`src/hdl/rmedf_pkg.sv`:
```
// Shared types, constants and codes for the rate monotonic / EDF tick scheduler.
// Used by rmedf_mod, rmedf_slots and rm_edf_tick_scheduler; depends on nothing.
`default_nettype none
package rmedf_pkg;

  localparam int TASKS  = 8;
  localparam int SLOT_W = (TASKS > 1) ? $clog2(TASKS) : 1;
  localparam int NS_W   = SLOT_W + 1;
  localparam int ID_W   = 4;
  localparam int TICK_W = 32;
  localparam int VAL_W  = 16;
  localparam int CNT_W  = 32;
  localparam int DL_W   = 33;
  localparam int ADDR_W = 4;
  localparam int DATA_W = 32;

  localparam logic [ID_W-1:0]   NONE_ID   = ID_W'(TASKS);
  localparam logic [SLOT_W-1:0] LAST_SLOT = SLOT_W'(TASKS - 1);

  localparam logic KIND_STEP   = 1'b0;
  localparam logic KIND_TOTALS = 1'b1;

  localparam logic [1:0] REG_POLICY = 2'd0;
  localparam logic [1:0] REG_TCOUNT = 2'd1;
  localparam logic [1:0] REG_SLIMIT = 2'd2;

  localparam logic [VAL_W-1:0] SLIMIT_RESET = 16'd4096;

  typedef enum logic [1:0] {
    OP_LOAD   = 2'd0,
    OP_TICK   = 2'd1,
    OP_FINISH = 2'd2,
    OP_NOP    = 2'd3
  } op_t;

  typedef enum logic [2:0] {
    TAG_IDLE = 3'd0,
    TAG_FIN  = 3'd1,
    TAG_LOST = 3'd2,
    TAG_PRE  = 3'd3,
    TAG_CUT  = 3'd4
  } tag_t;

  typedef enum logic [2:0] {
    ST_IDLE,
    ST_LD_WAIT,
    ST_TK_SLOT,
    ST_TK_END,
    ST_FN_SLOT
  } state_t;

  typedef struct packed {
    logic [VAL_W-1:0] per;
    logic [VAL_W-1:0] bur;
    logic [VAL_W-1:0] dl;
  } param_t;

  typedef struct packed {
    logic [VAL_W-1:0] phase;
    logic [VAL_W-1:0] rem;
    logic [DL_W-1:0]  absdl;
    logic             active;
    logic [CNT_W-1:0] done;
    logic [CNT_W-1:0] lost;
    logic [CNT_W-1:0] killed;
  } job_t;

  typedef struct packed {
    logic              re;
    logic [SLOT_W-1:0] raddr;
    logic              we;
    logic              pwe;
    logic [SLOT_W-1:0] waddr;
    job_t              wdata;
    param_t            pwdata;
    logic              clear;
  } slot_req_t;

  typedef struct packed {
    logic              kind;
    logic [ID_W-1:0]   id;
    logic              sv;
    logic [ID_W-1:0]   stask;
    logic [TICK_W-1:0] sstart;
    logic [TICK_W-1:0] send;
    tag_t              stag;
    logic              full;
    logic [CNT_W-1:0]  cc;
    logic [CNT_W-1:0]  cl;
    logic [CNT_W-1:0]  ck;
    logic              last;
  } res_t;

endpackage
`default_nettype wire

```
`src/hdl/rmedf_mod.sv`:
```
// Bit-serial remainder unit: dividend mod divisor, one quotient bit per cycle.
// Depends on rmedf_pkg for widths.
`default_nettype none
module rmedf_mod (
  input  wire logic                      clk,
  input  wire logic                      rst_n,
  input  wire logic                      start,
  input  wire logic [rmedf_pkg::TICK_W-1:0] dividend,
  input  wire logic [rmedf_pkg::VAL_W-1:0]  divisor,
  output logic                           done,
  output logic [rmedf_pkg::VAL_W-1:0]    rem
);
  import rmedf_pkg::*;

  localparam int STEP_W = $clog2(TICK_W);

  logic [TICK_W-1:0] quo_r;
  logic [VAL_W-1:0]  rem_r;
  logic [VAL_W-1:0]  div_r;
  logic [STEP_W-1:0] cnt_r;
  logic              run_r;
  logic              done_r;
  logic [VAL_W:0]    trial;
  logic [VAL_W:0]    diff;

  assign trial = {rem_r, quo_r[TICK_W-1]};
  assign diff  = trial - {1'b0, div_r};

  always_ff @(posedge clk) begin
    if (!rst_n) begin
      run_r  <= 1'b0;
      done_r <= 1'b0;
      cnt_r  <= '0;
    end else begin
      done_r <= 1'b0;
      if (start) begin
        run_r <= 1'b1;
        cnt_r <= '0;
      end else if (run_r) begin
        cnt_r <= cnt_r + 1'b1;
        if (cnt_r == STEP_W'(TICK_W - 1)) begin
          run_r  <= 1'b0;
          done_r <= 1'b1;
        end
      end
    end
  end

  always_ff @(posedge clk) begin
    if (start) begin
      quo_r <= dividend;
      rem_r <= '0;
      div_r <= divisor;
    end else if (run_r) begin
      quo_r <= {quo_r[TICK_W-2:0], 1'b0};
      if (trial >= {1'b0, div_r}) begin
        rem_r <= diff[VAL_W-1:0];
      end else begin
        rem_r <= trial[VAL_W-1:0];
      end
    end
  end

  assign done = done_r;
  assign rem  = rem_r;

endmodule
`default_nettype wire

```
`src/hdl/rmedf_slots.sv`:
```
// Per-slot storage: task parameter memory and job/counter memory, both
// with registered reads. Depends on rmedf_pkg.
`default_nettype none
module rmedf_slots (
  input  wire logic                  clk,
  input  wire logic                  rst_n,
  input  wire rmedf_pkg::slot_req_t  req,
  output rmedf_pkg::job_t            rjob,
  output rmedf_pkg::param_t          rpar
);
  import rmedf_pkg::*;

  param_t par_mem [TASKS];
  job_t   job_mem [TASKS];

  job_t             jrd_r;
  param_t           prd_r;
  logic [TASKS-1:0] jv_r;
  logic [TASKS-1:0] cv_r;
  logic             jvq_r;
  logic             cvq_r;

  always_ff @(posedge clk) begin
    if (req.we) begin
      job_mem[req.waddr] <= req.wdata;
    end
    if (req.pwe) begin
      par_mem[req.waddr] <= req.pwdata;
    end
    if (req.re) begin
      jrd_r <= job_mem[req.raddr];
      prd_r <= par_mem[req.raddr];
    end
  end

  // Job fields and counters each have a valid bit so that both read as zero after
  // reset, and job fields also after the end of a run, without a clearing pass.
  always_ff @(posedge clk) begin
    if (!rst_n) begin
      jv_r  <= '0;
      cv_r  <= '0;
      jvq_r <= 1'b0;
      cvq_r <= 1'b0;
    end else begin
      if (req.re) begin
        jvq_r <= jv_r[req.raddr];
        cvq_r <= cv_r[req.raddr];
      end
      if (req.we) begin
        jv_r[req.waddr] <= 1'b1;
        cv_r[req.waddr] <= 1'b1;
      end
      if (req.clear) begin
        jv_r <= '0;
      end
    end
  end

  always_comb begin
    rjob = jrd_r;
    if (!jvq_r) begin
      rjob.phase  = '0;
      rjob.rem    = '0;
      rjob.absdl  = '0;
      rjob.active = 1'b0;
    end
    if (!cvq_r) begin
      rjob.done   = '0;
      rjob.lost   = '0;
      rjob.killed = '0;
    end
  end

  assign rpar = prd_r;

endmodule
`default_nettype wire

```
`src/hdl/rm_edf_tick_scheduler.sv`:
```
// Top level of the preemptive rate monotonic / EDF tick scheduler.
// Depends on rmedf_pkg, rmedf_mod and rmedf_slots.
`default_nettype none
// A command is accepted when start is high and busy is low; results come out
// one per cycle on out_valid and cannot be held off, so the receiver must take
// every beat as it appears. A tick issues the first slot read, then per task
// slot (8) reads, updates and writes back that slot's job record in the job
// memory, then charges the winner and closes the step; the single read port of
// that memory makes the slots go one at a time. The result appears in the cycle
// after the last of these, while the next command may already be taken. A load
// stays busy while the bit-serial remainder unit works out the slot's release
// phase (current tick modulo period), one bit per cycle. A finish emits its
// segment beat at once, then one totals beat per cycle for each slot below
// task_count (at most 8), and restarts time. Configuration writes through
// the APB port are taken at any time but must only be made while busy is low.
module rm_edf_tick_scheduler (
  input  wire logic                          clk,
  input  wire logic                          rst_n,
  input  wire logic                          start,
  output logic                               busy,
  input  wire logic [1:0]                    in_operation,
  input  wire logic [rmedf_pkg::SLOT_W-1:0]  in_task_index,
  input  wire logic [rmedf_pkg::VAL_W-1:0]   in_period,
  input  wire logic [rmedf_pkg::VAL_W-1:0]   in_burst,
  input  wire logic [rmedf_pkg::VAL_W-1:0]   in_deadline,
  output logic                               out_valid,
  output logic                               out_kind,
  output logic [rmedf_pkg::ID_W-1:0]         out_task_id,
  output logic                               out_seg_valid,
  output logic [rmedf_pkg::ID_W-1:0]         out_seg_task,
  output logic [rmedf_pkg::TICK_W-1:0]       out_seg_start,
  output logic [rmedf_pkg::TICK_W-1:0]       out_seg_end,
  output logic [2:0]                         out_seg_tag,
  output logic                               out_trace_full,
  output logic [rmedf_pkg::CNT_W-1:0]        out_count_complete,
  output logic [rmedf_pkg::CNT_W-1:0]        out_count_lost,
  output logic [rmedf_pkg::CNT_W-1:0]        out_count_killed,
  output logic                               out_last,
  input  wire logic                          psel,
  input  wire logic                          penable,
  input  wire logic                          pwrite,
  input  wire logic [rmedf_pkg::ADDR_W-1:0]  paddr,
  input  wire logic [rmedf_pkg::DATA_W-1:0]  pwdata,
  output logic [rmedf_pkg::DATA_W-1:0]       prdata,
  output logic                               pready
);
  import rmedf_pkg::*;

  // Configuration registers.
  logic             policy_r;
  logic [3:0]       tcount_r;
  logic [VAL_W-1:0] slimit_r;
  logic             cfg_wr;

  // Scheduler state.
  state_t            state_r, state_nxt;
  logic [SLOT_W-1:0] slot_r, slot_nxt;
  logic [TICK_W-1:0] tick_r, tick_nxt;
  logic [ID_W-1:0]   owner_r, owner_nxt;
  logic [TICK_W-1:0] since_r, since_nxt;
  logic [VAL_W-1:0]  segcnt_r, segcnt_nxt;
  logic [ID_W-1:0]   best_r, best_nxt;
  logic [DL_W-1:0]   bkey_r, bkey_nxt;
  job_t              brec_r, brec_nxt;
  logic              segc_v_r, segc_v_nxt;
  logic [ID_W-1:0]   segc_task_r, segc_task_nxt;
  logic [TICK_W-1:0] segc_start_r, segc_start_nxt;
  tag_t              segc_tag_r, segc_tag_nxt;
  logic              ov_r, ov_nxt;
  res_t              res_r, res_nxt;

  // Datapath helpers.
  slot_req_t         req;
  job_t              rjob;
  param_t            rpar;
  job_t              jn;
  logic              accept;
  op_t               op;
  logic [NS_W-1:0]   n_eff;
  logic              in_n;
  logic              is_own;
  logic              rel;
  logic [VAL_W-1:0]  ph;
  logic [DL_W-1:0]   key;
  logic              fn_last;
  logic              s_ok;
  logic [ID_W-1:0]   s_task;
  logic [TICK_W-1:0] s_start;
  tag_t              s_tag;
  logic              mod_done;
  logic [VAL_W-1:0]  mod_rem;

  assign accept  = start && (state_r == ST_IDLE);
  assign op      = op_t'(in_operation);
  assign busy    = (state_r != ST_IDLE);
  assign n_eff   = (int'(tcount_r) > TASKS) ? NS_W'(TASKS) : NS_W'(tcount_r);
  assign in_n    = ({1'b0, slot_r} < n_eff);
  assign is_own  = (owner_r == ID_W'(slot_r));
  assign fn_last = (({1'b0, slot_r} + NS_W'(1)) == n_eff);

  // APB register file; the port never stalls.
  assign pready = 1'b1;
  assign cfg_wr = psel && penable && pwrite && pready;

  always_ff @(posedge clk) begin
    if (!rst_n) begin
      policy_r <= 1'b0;
      tcount_r <= '0;
      slimit_r <= SLIMIT_RESET;
    end else if (cfg_wr) begin
      case (paddr[3:2])
        REG_POLICY: policy_r <= pwdata[0];
        REG_TCOUNT: tcount_r <= pwdata[3:0];
        REG_SLIMIT: slimit_r <= pwdata[VAL_W-1:0];
        default: ;
      endcase
    end
  end

  always_comb begin
    case (paddr[3:2])
      REG_POLICY: prdata = DATA_W'(policy_r);
      REG_TCOUNT: prdata = DATA_W'(tcount_r);
      REG_SLIMIT: prdata = DATA_W'(slimit_r);
      default:    prdata = '0;
    endcase
  end

  rmedf_mod u_mod (
    .clk      (clk),
    .rst_n    (rst_n),
    .start    (accept && (op == OP_LOAD)),
    .dividend (tick_r),
    .divisor  (in_period),
    .done     (mod_done),
    .rem      (mod_rem)
  );

  rmedf_slots u_slots (
    .clk   (clk),
    .rst_n (rst_n),
    .req   (req),
    .rjob  (rjob),
    .rpar  (rpar)
  );

  // Next state.
  always_comb begin
    state_nxt = state_r;
    case (state_r)
      ST_IDLE: begin
        if (start) begin
          case (op)
            OP_LOAD:   state_nxt = ST_LD_WAIT;
            OP_TICK:   state_nxt = ST_TK_SLOT;
            OP_FINISH: state_nxt = (n_eff != '0) ? ST_FN_SLOT : ST_IDLE;
            default:   state_nxt = ST_IDLE;
          endcase
        end
      end
      ST_LD_WAIT: if (mod_done) state_nxt = ST_IDLE;
      ST_TK_SLOT: if (slot_r == LAST_SLOT) state_nxt = ST_TK_END;
      ST_TK_END:  state_nxt = ST_IDLE;
      ST_FN_SLOT: if (fn_last) state_nxt = ST_IDLE;
      default:    state_nxt = ST_IDLE;
    endcase
  end

  // Per-slot tick update of the job record that was read last cycle. The
  // finishing owner, an expiring job, a release and the priority race for this
  // slot are all settled here in the order the schedule defines.
  always_comb begin
    jn     = rjob;
    ph     = (tick_r == '0) ? '0 : rjob.phase;
    rel    = in_n && (rpar.per != '0) && (ph == '0);
    if (rpar.per != '0) begin
      jn.phase = ((ph + 16'd1) == rpar.per) ? '0 : ph + 16'd1;
    end
    if (is_own && (rjob.rem == '0)) begin
      jn.done   = rjob.done + 1'b1;
      jn.active = 1'b0;
    end else if (in_n && rjob.active && (rjob.rem != '0)
                 && (rjob.absdl == {1'b0, tick_r})) begin
      jn.lost   = rjob.lost + 1'b1;
      jn.active = 1'b0;
    end
    if (rel) begin
      jn.rem    = rpar.bur;
      jn.absdl  = {1'b0, tick_r} + DL_W'(rpar.dl);
      jn.active = 1'b1;
    end
    key = policy_r ? jn.absdl : DL_W'(rpar.per);
  end

  // Datapath and result outputs.
  always_comb begin
    slot_nxt       = slot_r;
    tick_nxt       = tick_r;
    owner_nxt      = owner_r;
    since_nxt      = since_r;
    segcnt_nxt     = segcnt_r;
    best_nxt       = best_r;
    bkey_nxt       = bkey_r;
    brec_nxt       = brec_r;
    segc_v_nxt     = segc_v_r;
    segc_task_nxt  = segc_task_r;
    segc_start_nxt = segc_start_r;
    segc_tag_nxt   = segc_tag_r;
    ov_nxt         = 1'b0;
    res_nxt        = res_r;
    req            = '0;
    s_ok           = 1'b0;
    s_task         = owner_r;
    s_start        = since_r;
    s_tag          = TAG_IDLE;

    case (state_r)
      ST_IDLE: begin
        if (accept) begin
          case (op)
            OP_LOAD: begin
              req.pwe    = 1'b1;
              req.waddr  = in_task_index;
              req.pwdata = '{per: in_period, bur: in_burst, dl: in_deadline};
              req.re     = 1'b1;
              req.raddr  = in_task_index;
              slot_nxt   = in_task_index;
            end
            OP_TICK: begin
              req.re     = 1'b1;
              req.raddr  = '0;
              slot_nxt   = '0;
              best_nxt   = NONE_ID;
              bkey_nxt   = '0;
              segc_v_nxt = 1'b0;
            end
            OP_FINISH: begin
              // Cut the running segment at the current tick.
              s_tag      = (owner_r != NONE_ID) ? TAG_CUT : TAG_IDLE;
              s_ok       = (tick_r > since_r) && (segcnt_r < slimit_r);
              segcnt_nxt = s_ok ? segcnt_r + 1'b1 : segcnt_r;
              ov_nxt     = 1'b1;
              res_nxt    = '0;
              res_nxt.kind   = KIND_STEP;
              res_nxt.id     = NONE_ID;
              res_nxt.sv     = s_ok;
              res_nxt.stask  = s_ok ? owner_r : NONE_ID;
              res_nxt.sstart = s_ok ? since_r : '0;
              res_nxt.send   = s_ok ? tick_r : '0;
              res_nxt.stag   = s_ok ? s_tag : TAG_IDLE;
              res_nxt.full   = (segcnt_nxt >= slimit_r);
              res_nxt.last   = (n_eff == '0);
              if (n_eff == '0) begin
                req.clear  = 1'b1;
                tick_nxt   = '0;
                owner_nxt  = NONE_ID;
                since_nxt  = '0;
                segcnt_nxt = '0;
              end else begin
                req.re    = 1'b1;
                req.raddr = '0;
                slot_nxt  = '0;
              end
            end
            default: ;
          endcase
        end
      end

      ST_LD_WAIT: begin
        if (mod_done) begin
          req.we           = 1'b1;
          req.waddr        = slot_r;
          req.wdata        = rjob;
          req.wdata.phase  = mod_rem;
          req.wdata.done   = '0;
          req.wdata.lost   = '0;
          req.wdata.killed = '0;
        end
      end

      ST_TK_SLOT: begin
        req.we    = 1'b1;
        req.waddr = slot_r;
        req.wdata = jn;
        if (slot_r != LAST_SLOT) begin
          req.re    = 1'b1;
          req.raddr = slot_r + 1'b1;
          slot_nxt  = slot_r + 1'b1;
        end
        // Owner leaves by finishing or by missing its deadline.
        if (is_own && (rjob.rem == '0)) begin
          segc_v_nxt     = 1'b1;
          segc_task_nxt  = owner_r;
          segc_start_nxt = since_r;
          segc_tag_nxt   = TAG_FIN;
          owner_nxt      = NONE_ID;
          since_nxt      = tick_r;
        end else if (is_own && in_n && rjob.active && (rjob.rem != '0)
                     && (rjob.absdl == {1'b0, tick_r})) begin
          segc_v_nxt     = 1'b1;
          segc_task_nxt  = owner_r;
          segc_start_nxt = since_r;
          segc_tag_nxt   = TAG_LOST;
          owner_nxt      = NONE_ID;
          since_nxt      = tick_r;
        end
        if (in_n && jn.active && (jn.rem != '0)
            && ((best_r == NONE_ID) || (key < bkey_r))) begin
          best_nxt = ID_W'(slot_r);
          bkey_nxt = key;
          brec_nxt = jn;
        end
      end

      ST_TK_END: begin
        // At most one segment can be non-empty per tick: an owner that left
        // during the pass already moved since_r to this tick.
        if (segc_v_r) begin
          s_task  = segc_task_r;
          s_start = segc_start_r;
          s_tag   = segc_tag_r;
        end else begin
          s_tag = (owner_r != NONE_ID) ? TAG_PRE : TAG_IDLE;
        end
        s_ok = (segc_v_r || (owner_r != best_r)) && (tick_r > s_start)
               && (segcnt_r < slimit_r);
        segcnt_nxt = s_ok ? segcnt_r + 1'b1 : segcnt_r;
        if (owner_r != best_r) begin
          owner_nxt = best_r;
          since_nxt = tick_r;
        end
        if (best_r != NONE_ID) begin
          req.we        = 1'b1;
          req.waddr     = best_r[SLOT_W-1:0];
          req.wdata     = brec_r;
          req.wdata.rem = brec_r.rem - 1'b1;
        end
        tick_nxt       = tick_r + 1'b1;
        ov_nxt         = 1'b1;
        res_nxt        = '0;
        res_nxt.kind   = KIND_STEP;
        res_nxt.id     = best_r;
        res_nxt.sv     = s_ok;
        res_nxt.stask  = s_ok ? s_task : NONE_ID;
        res_nxt.sstart = s_ok ? s_start : '0;
        res_nxt.send   = s_ok ? tick_r : '0;
        res_nxt.stag   = s_ok ? s_tag : TAG_IDLE;
        res_nxt.full   = (segcnt_nxt >= slimit_r);
        res_nxt.last   = 1'b1;
      end

      ST_FN_SLOT: begin
        req.we    = 1'b1;
        req.waddr = slot_r;
        req.wdata = rjob;
        if (rjob.active && (rjob.rem != '0)) begin
          req.wdata.killed = rjob.killed + 1'b1;
        end
        ov_nxt        = 1'b1;
        res_nxt       = '0;
        res_nxt.kind  = KIND_TOTALS;
        res_nxt.id    = ID_W'(slot_r);
        res_nxt.stask = NONE_ID;
        res_nxt.stag  = TAG_IDLE;
        res_nxt.full  = (segcnt_r >= slimit_r);
        res_nxt.cc    = rjob.done;
        res_nxt.cl    = rjob.lost;
        res_nxt.ck    = req.wdata.killed;
        res_nxt.last  = fn_last;
        if (fn_last) begin
          // Restart time; the clear wins over this cycle's write-back.
          req.clear  = 1'b1;
          tick_nxt   = '0;
          owner_nxt  = NONE_ID;
          since_nxt  = '0;
          segcnt_nxt = '0;
        end else begin
          req.re    = 1'b1;
          req.raddr = slot_r + 1'b1;
          slot_nxt  = slot_r + 1'b1;
        end
      end

      default: ;
    endcase
  end

  always_ff @(posedge clk) begin
    if (!rst_n) begin
      state_r  <= ST_IDLE;
      slot_r   <= '0;
      tick_r   <= '0;
      owner_r  <= NONE_ID;
      since_r  <= '0;
      segcnt_r <= '0;
      best_r   <= NONE_ID;
      segc_v_r <= 1'b0;
      ov_r     <= 1'b0;
    end else begin
      state_r  <= state_nxt;
      slot_r   <= slot_nxt;
      tick_r   <= tick_nxt;
      owner_r  <= owner_nxt;
      since_r  <= since_nxt;
      segcnt_r <= segcnt_nxt;
      best_r   <= best_nxt;
      segc_v_r <= segc_v_nxt;
      ov_r     <= ov_nxt;
    end
  end

  always_ff @(posedge clk) begin
    bkey_r       <= bkey_nxt;
    brec_r       <= brec_nxt;
    segc_task_r  <= segc_task_nxt;
    segc_start_r <= segc_start_nxt;
    segc_tag_r   <= segc_tag_nxt;
    if (ov_nxt) begin
      res_r <= res_nxt;
    end
  end

  assign out_valid          = ov_r;
  assign out_kind           = res_r.kind;
  assign out_task_id        = res_r.id;
  assign out_seg_valid      = res_r.sv;
  assign out_seg_task       = res_r.stask;
  assign out_seg_start      = res_r.sstart;
  assign out_seg_end        = res_r.send;
  assign out_seg_tag        = res_r.stag;
  assign out_trace_full     = res_r.full;
  assign out_count_complete = res_r.cc;
  assign out_count_lost     = res_r.cl;
  assign out_count_killed   = res_r.ck;
  assign out_last           = res_r.last;

  a_owner_range: assert property (@(posedge clk) disable iff (!rst_n)
    owner_r <= NONE_ID)
    else $error("owner register holds a slot beyond the task range");

  a_totals_no_seg: assert property (@(posedge clk) disable iff (!rst_n)
    out_valid && (out_kind == KIND_TOTALS) |-> !out_seg_valid)
    else $error("totals beat carries a segment");

  a_tick_result: assert property (@(posedge clk) disable iff (!rst_n)
    (state_r == ST_TK_END) |=> out_valid && out_last && (out_kind == KIND_STEP))
    else $error("tick did not end in a single step beat");

endmodule
`default_nettype wire

```
`config.mk`:
```
export PLATFORM = sky130hd
export DESIGN_NAME = rm_edf_tick_scheduler
export DESIGN_NICKNAME = d
export VERILOG_FILES = /design/src/hdl/rmedf_pkg.sv /design/src/hdl/rmedf_mod.sv /design/src/hdl/rmedf_slots.sv /design/src/hdl/rm_edf_tick_scheduler.sv
export SDC_FILE = /design/constraint.sdc
export NUM_CORES = 2
export LEC_CHECK = 0
export ABC_AREA = 0
export BUFFER_PORTS_ARGS = -buffer_cell sky130_fd_sc_hd__buf_2
export CAP_MARGIN = 5
export CORE_AREA = 2 2 514 363
export CTS_CLUSTER_SIZE = 8
export DETAILED_ROUTE_END_ITERATION = 16
export DIE_AREA = 0 0 516 365
export PLACE_DENSITY = 0.74
export SLEW_MARGIN = 20
export SYNTH_ARGS = -nofsm -noshare
export SYNTH_HDL_FRONTEND = slang
export SYNTH_SLANG_ARGS = --single-unit
```
`constraint.sdc`:
```
create_clock -name clk -period 26.4 [get_ports clk]
set_input_delay 5.28 -clock clk [delete_from_list [all_inputs] [get_ports clk]]
set_output_delay 5.28 -clock clk [all_outputs]
set_load 0.01 [all_outputs]
```
* Yosys cells after proc, flatten, opt, wreduce, memory -nomap -nowiden
Memory sizes are Yosys's and may differ from the RTL's. A register that Yosys moved wholly into a read port is not among the register bits.
Index checks and enable logic that the tools add are counted.
** Operators by class
- Bitwise logic cells :: 4
- Multiply operators :: 0
- Muxes and demuxes :: 130
- Div/mod/pow operators :: 0
- Add/sub/neg operators :: 12
- Shifts and indexed selects :: 0
- Order comparisons :: 13
- Equal/unequal tests :: 34
- Reductions and logical operators :: 60
** Operator list (number)
- 2-to-1 mux 32 bit :: 21
- one-hot mux 162 bit (4 select lines) :: 1
- one-hot mux 175 bit (3 select lines) :: 1
- 2-to-1 mux 175 bit :: 2
- 2-to-1 mux 165 bit :: 2
- 2-to-1 mux 16 bit :: 10
- 2-to-1 mux 33 bit :: 4
- adder 32 x 1 -> 32 bit, second input constant :: 4
- one-hot mux 32 bit (4 select lines) :: 1
- 2-to-1 mux 48 bit :: 2
- 2-to-1 mux 96 bit :: 1
- one-hot mux 16 bit (3 select lines) :: 2
- one-hot mux 32 bit (3 select lines) :: 1
- 2-to-1 mux 4 bit :: 22
- 2-to-1 mux 66 bit :: 1
- one-hot mux 33 bit (2 select lines) :: 1
- > comparator 32 bit :: 2
- 2-to-1 mux 50 bit :: 1
- 2-to-1 mux 49 bit :: 1
- greater-or-equal comparator 16 bit :: 3
- nonzero test 16 bit :: 3
- 2-to-1 mux 3 bit :: 12
- adder 32 x 16 -> 33 bit :: 1
- == test 33 x 32 -> 1 bit :: 1
- other kinds (59) :: 153
** Storage, ports and cells
- Logic and storage cells :: 300
- Memories kept :: 2
- Bits in read-only memories :: 0
- Bits in latches :: 0
- Register bits after elaboration :: 614
- Output and inout bits :: 210
- Input bits :: 95
- RAM bits :: 1680
** Memory list
- u_slots.job_mem :: words 8, bits a word 162, read ports 1, clocked after Yosys merged registers in 1, wr ports 1, line rmedf_slots.sv:14 : job_t job_mem [TASKS];
- u_slots.par_mem :: words 8, bits a word 48, read ports 1, clocked after Yosys merged registers in 1, wr ports 1, line rmedf_slots.sv:13 : param_t par_mem [TASKS];

* Longest topological paths before layout
- Depth in word-level cells :: 15
- Mapped depth :: 28
- Mapped depth without buffers :: 24

* Modules after synthesis
From an unflattened synthesis, not the netlist that was laid out.
** Second synthesis, totals
- Cells, all modules :: 6458
- Area total of the unflattened synthesis :: 107086.5 sq um
** By module, submodules not included
- rmedf_slots :: cells an instance 2900, sequential area each 57114.8 sq um, area an instance 71264.6 sq um, times used 1
- rm_edf_tick_scheduler :: cells an instance 3261, sequential area each 14594.0 sq um, area an instance 32199.6 sq um, times used 1
- rmedf_mod :: cells an instance 297, sequential area each 1901.8 sq um, area an instance 3622.2 sq um, times used 1

* Least setup slack after synthesis
OpenSTA, ideal clock, no wires.
- Kind :: input to register
- Start point :: input in_operation[0]
- End point :: memory u_slots.job_mem[0][0] (netlist bit) (enable)
- Setup slack :: 12466 ps
- Library setup time :: 689 ps
- Cell stages on the path :: 8
- Data arrival time :: 13246 ps
- Path buffers :: 0
- Data required time :: 25711 ps
- Cell sequence :: inv_1 > ha_1 > nand3_1 > inv_1 > nand2_1 > nand3_1 > or2_2 > nor2_1
** On the way
- Longest elaborated chain between the ends :: 4
** Ends and longest elaborated chain
- from (decl) :: line rm_edf_tick_scheduler.sv:21 : input wire logic [1:0] in_operation,
- logical NOT 2 bit :: line rm_edf_tick_scheduler.sv:220 : case (op)
- 2-to-1 mux 4 bit :: line rm_edf_tick_scheduler.sv:220
- 2-to-1 mux 4 bit :: line rm_edf_tick_scheduler.sv:219 : if (accept) begin
- one-hot mux 3 bit (4 select lines) :: line rm_edf_tick_scheduler.sv:217 : case (state_r)
- to (decl) :: line rmedf_slots.sv:14
Every way passes these cells.

* Worst setup path in the final report
- Start point :: input paddr[3] (netlist bit)
- End point :: output prdata[3] (netlist bit)
** On the way
- Longest elaborated chain between the ends :: 2
- Elaborated cells between the ends (all ways) :: 4
- Classes of those cells :: 2 x eq/ne; 1 x mux; 1 x reduce/logical
** Ends and longest elaborated chain
- from (decl) :: line rm_edf_tick_scheduler.sv:42 : input wire logic [rmedf_pkg::ADDR_W-1:0] paddr,
- == test 2 bit (tied with other cells) :: line rm_edf_tick_scheduler.sv:121 : case (paddr[3:2])
- one-hot mux 16 bit (3 select lines) (*) :: line rm_edf_tick_scheduler.sv:121
- to (decl) :: line rm_edf_tick_scheduler.sv:44 : output logic [rmedf_pkg::DATA_W-1:0] prdata,
Every way passes the cells marked *; elsewhere a longest branch is shown, timed or not.

==> results.cfg <==
[worst_setup_path]
slowest_stage = buf_4
rr_endpoint = brec_r[144]$_DFFE_PP_
r2r_setup_slack_ns = 16.95
worstRegToRegCells = 23
critical_path_class = input pin to output port
startpoint = paddr[3]
worst_path_most_repeated_cell = buf_2
r2r_start = tick_r[1]$_SDFFE_PN0P_
path_cells = buf_2, nor2b_1, buf_4, a22o_1, buf_2
end_kind = output port
required_ns = 21.12
slowest_delay_ns = 0.27
startpoint_type = input pin
crit_fanout = 14
arrival_ns = 6.24

[logic_synthesis]
synth.area.top_cells = edfxtp_1 64%, nand2_1 7.9%, nand3_1 5.5%
synth_edf_count = 2346
syn_area_sq_mm = 0.109
synth_compound_area_share_pct = 6.30
synth_most_common_cell = edfxtp_1
avgSynthCellArea_sq_um = 11.7
ys_types = 95
synth_top_family_by_area = simple AND/OR/NAND/NOR gates
synth_common_cells = 2346 x edfxtp_1, 2303 x nand2_1, 1193 x nand3_1
synthFlopType = edfxtp_1
yosysTopAreaCell = edfxtp_1
synth_mux_area_share_pct = 0.723
synth-xor-area-share_pct = 1.82
synthAdderAreaFrac_pct = 2.29
ys_ff_latch = 2504
ys_seq_area_share_pct = 67.3
syn_inst = 9378
ys_async_sr_fraction_pct = 0
synth.top_cell.area_share_pct = 64.4
synth-simple-area-share_pct = 18.7
yosysWarnings = 0

[place]
port_buffers = 269
place.gp.congestion = 0.940
hpwl_mm = 174
place_inst = 11710

[min_path]
holdCritPathClass = flip-flop to flip-flop
hold_end = segc_start_r[11]$_DFFE_PP_
whs_path_depth = 0
worstHoldStart = since_r[11]$_SDFFE_PN0P_

[sta]
slew_viol_final = 0
finalSetupTns_ns = 0
min_period_ns = 11.52
rsz0062_at_grt = false
setup_viol = 0
finalHoldViolations = 0
tightestPinTransition_ns = 1.18
max_freq_ghz = 0.0868
timing.slew.headroom_pct = 21.3
finClkSkew_ns = 0.0755
post-route-period-util_pct = 43.6

[pwr]
vdd_drop_max_v = 0.0000778
leakage_nw = 45.1
power_density_mw_per_mm2 = 76.3

[routing]
vias = 77579
drtIter0Drc = 10993
drt_wl_total_mm = 301
wl_per_cell_um = 24.6
firstDrtPassIters = 8
antenna_left = 0
drt-vias-per-instance = 6.35
drcViolationCount = 0

[cts]
clkSinkCount = 2504
postCtsHoldBufs = 0
clockBufferDepth = 4
ctsResizeCount = 0
numCtsBuffers = 363
clockRootBuffer = clkbuf_16
clk_pin_slew_ns = 0.05
post_cts_buffers = 0
htree_levels = 5
clk_latency_ns = 0.95
cts_tree = built

[floorplan]
initial_core_util_pct = 59.6
core_sq_mm = 0.184
fp-row-count = 132
die_area_sq_mm = 0.188
die_h_um = 365
io_pins = 305
die_x_um = 516

[cells_and_area]
final_core_util_pct = 66.9
fin_nets = 9890
area_growth_pct = 12.3
drive_above_1_share_pct = 9.33
final_cells = 12224

[flow_run]
drv_cap = 0

[global_routing]
grt_pass1_vias = 72695
grt_max_degree = 110
grt_use_total_pct = 31.3
gr-total-overflow = 0
grt_first_pass_wirelength_mm = 447
antenna_found_initial = 19

[run_status]
outcome = finished, final reports clean
-- registers in the layout (all words and copies together) (netlist names), 33 cells and up --
name / flops
u_slots.job_mem: 1296
bkey_r: 33
u_slots.par_mem: 384
u_slots.jrd_r: 162
u_slots.rpar: 48
brec_r: 162
-- per-layer routing --
| metal | vias to the layer above | GRT usage [%] | part of all wire [%] |
|---|---|---|---|
| li1 | 34234 | - | - |
| met1 | 37647 | 46.2 | 40 |
| met2 | 5067 | 45.7 | 44 |
| met3 | 627 | 7.23 | 13 |
| met4 | 4 | 11.0 | 3.1 |
| met5 | - | 0 | 0.0060 |
-- where the power goes --
group / switching [mW] / internal [mW] / total (mW)
Sequential: 0.0955 / 4.44 / 4.53
Combinational: 0.519 / 0.217 / 0.736
Clock: 1.59 / 2.52 / 4.11
-- layout make-up --
type / count / area, sq um
antenna: 9 / 22.5
clock buffer: 497 / 9760
clock inverter: 8 / 76.3
fill: 13032 / 60800
inverter: 198 / 767
multi-input combinational: 6105 / 32900
sequential: 2504 / 73600
tap: 2479 / 3100
timing repair buffer: 424 / 2580
-- cells in the final DEF, fill, tap and decap left out, drive strengths merged, types with 99 or more instances in the layout --
cell / instances
edfxtp: 2346
nand2: 2305
nand3: 1195
clkbuf: 497
buf: 424
o21ai: 393
nor2: 340
inv: 203
ha: 197
a21oi: 176
dfxtp: 158
and2: 142
xnor2: 140
nor2b: 108
nand4: 99
-- stage by stage --
step	hold slack, ns	area (sq um)	total power [mW]	worst slack, ns
4_1_cts	0.423	123000	9.38	14.87
2_1_floorplan	0.429	109000	5.07	12.47
3_3_place_gp	0.435	113000	5.29	14.68
3_5_place_dp	0.441	113000	5.31	14.65
5_1_grt	0.447	123000	9.63	14.78
6_report	0.430	123000	9.37	14.88
-- worst max-delay path: cells and delay by family --
family	cells	cell delay, ns
buffers and inverters	3	0.52
AND/OR/NAND/NOR	1	0.23
AO/OA/AOI/OAI	1	0.19
-- worst max path at each step --
| stage | cells past startpoint | slack [ns] | endpoint |
|---|---|---|---|
| after floorplan | 8 | 12.47 | u_slots.job_mem[0][0]$_DFFE_PP_ |
| after global placement | 15 | 14.68 | u_slots.rpar[45]$_DFFE_PP_ |
| after detailed placement | 15 | 14.65 | u_slots.rpar[45]$_DFFE_PP_ |
| after CTS | 5 | 14.87 | prdata[1] |
| after global routing | 5 | 14.78 | prdata[1] |
| final | 5 | 14.88 | prdata[3] |
-- logic make-up (layout without fill, tap and decap cells) --
family,after synthesis,after routing
other cells,2,26
mux,78,78
xor+xnor,226,226
fa+ha+maj,199,199
flops,2504,2504
simple gates,4518,4518
compound gates,1067,1067
buf+inv,784,1127
Power figures use the tool's default switching activity.
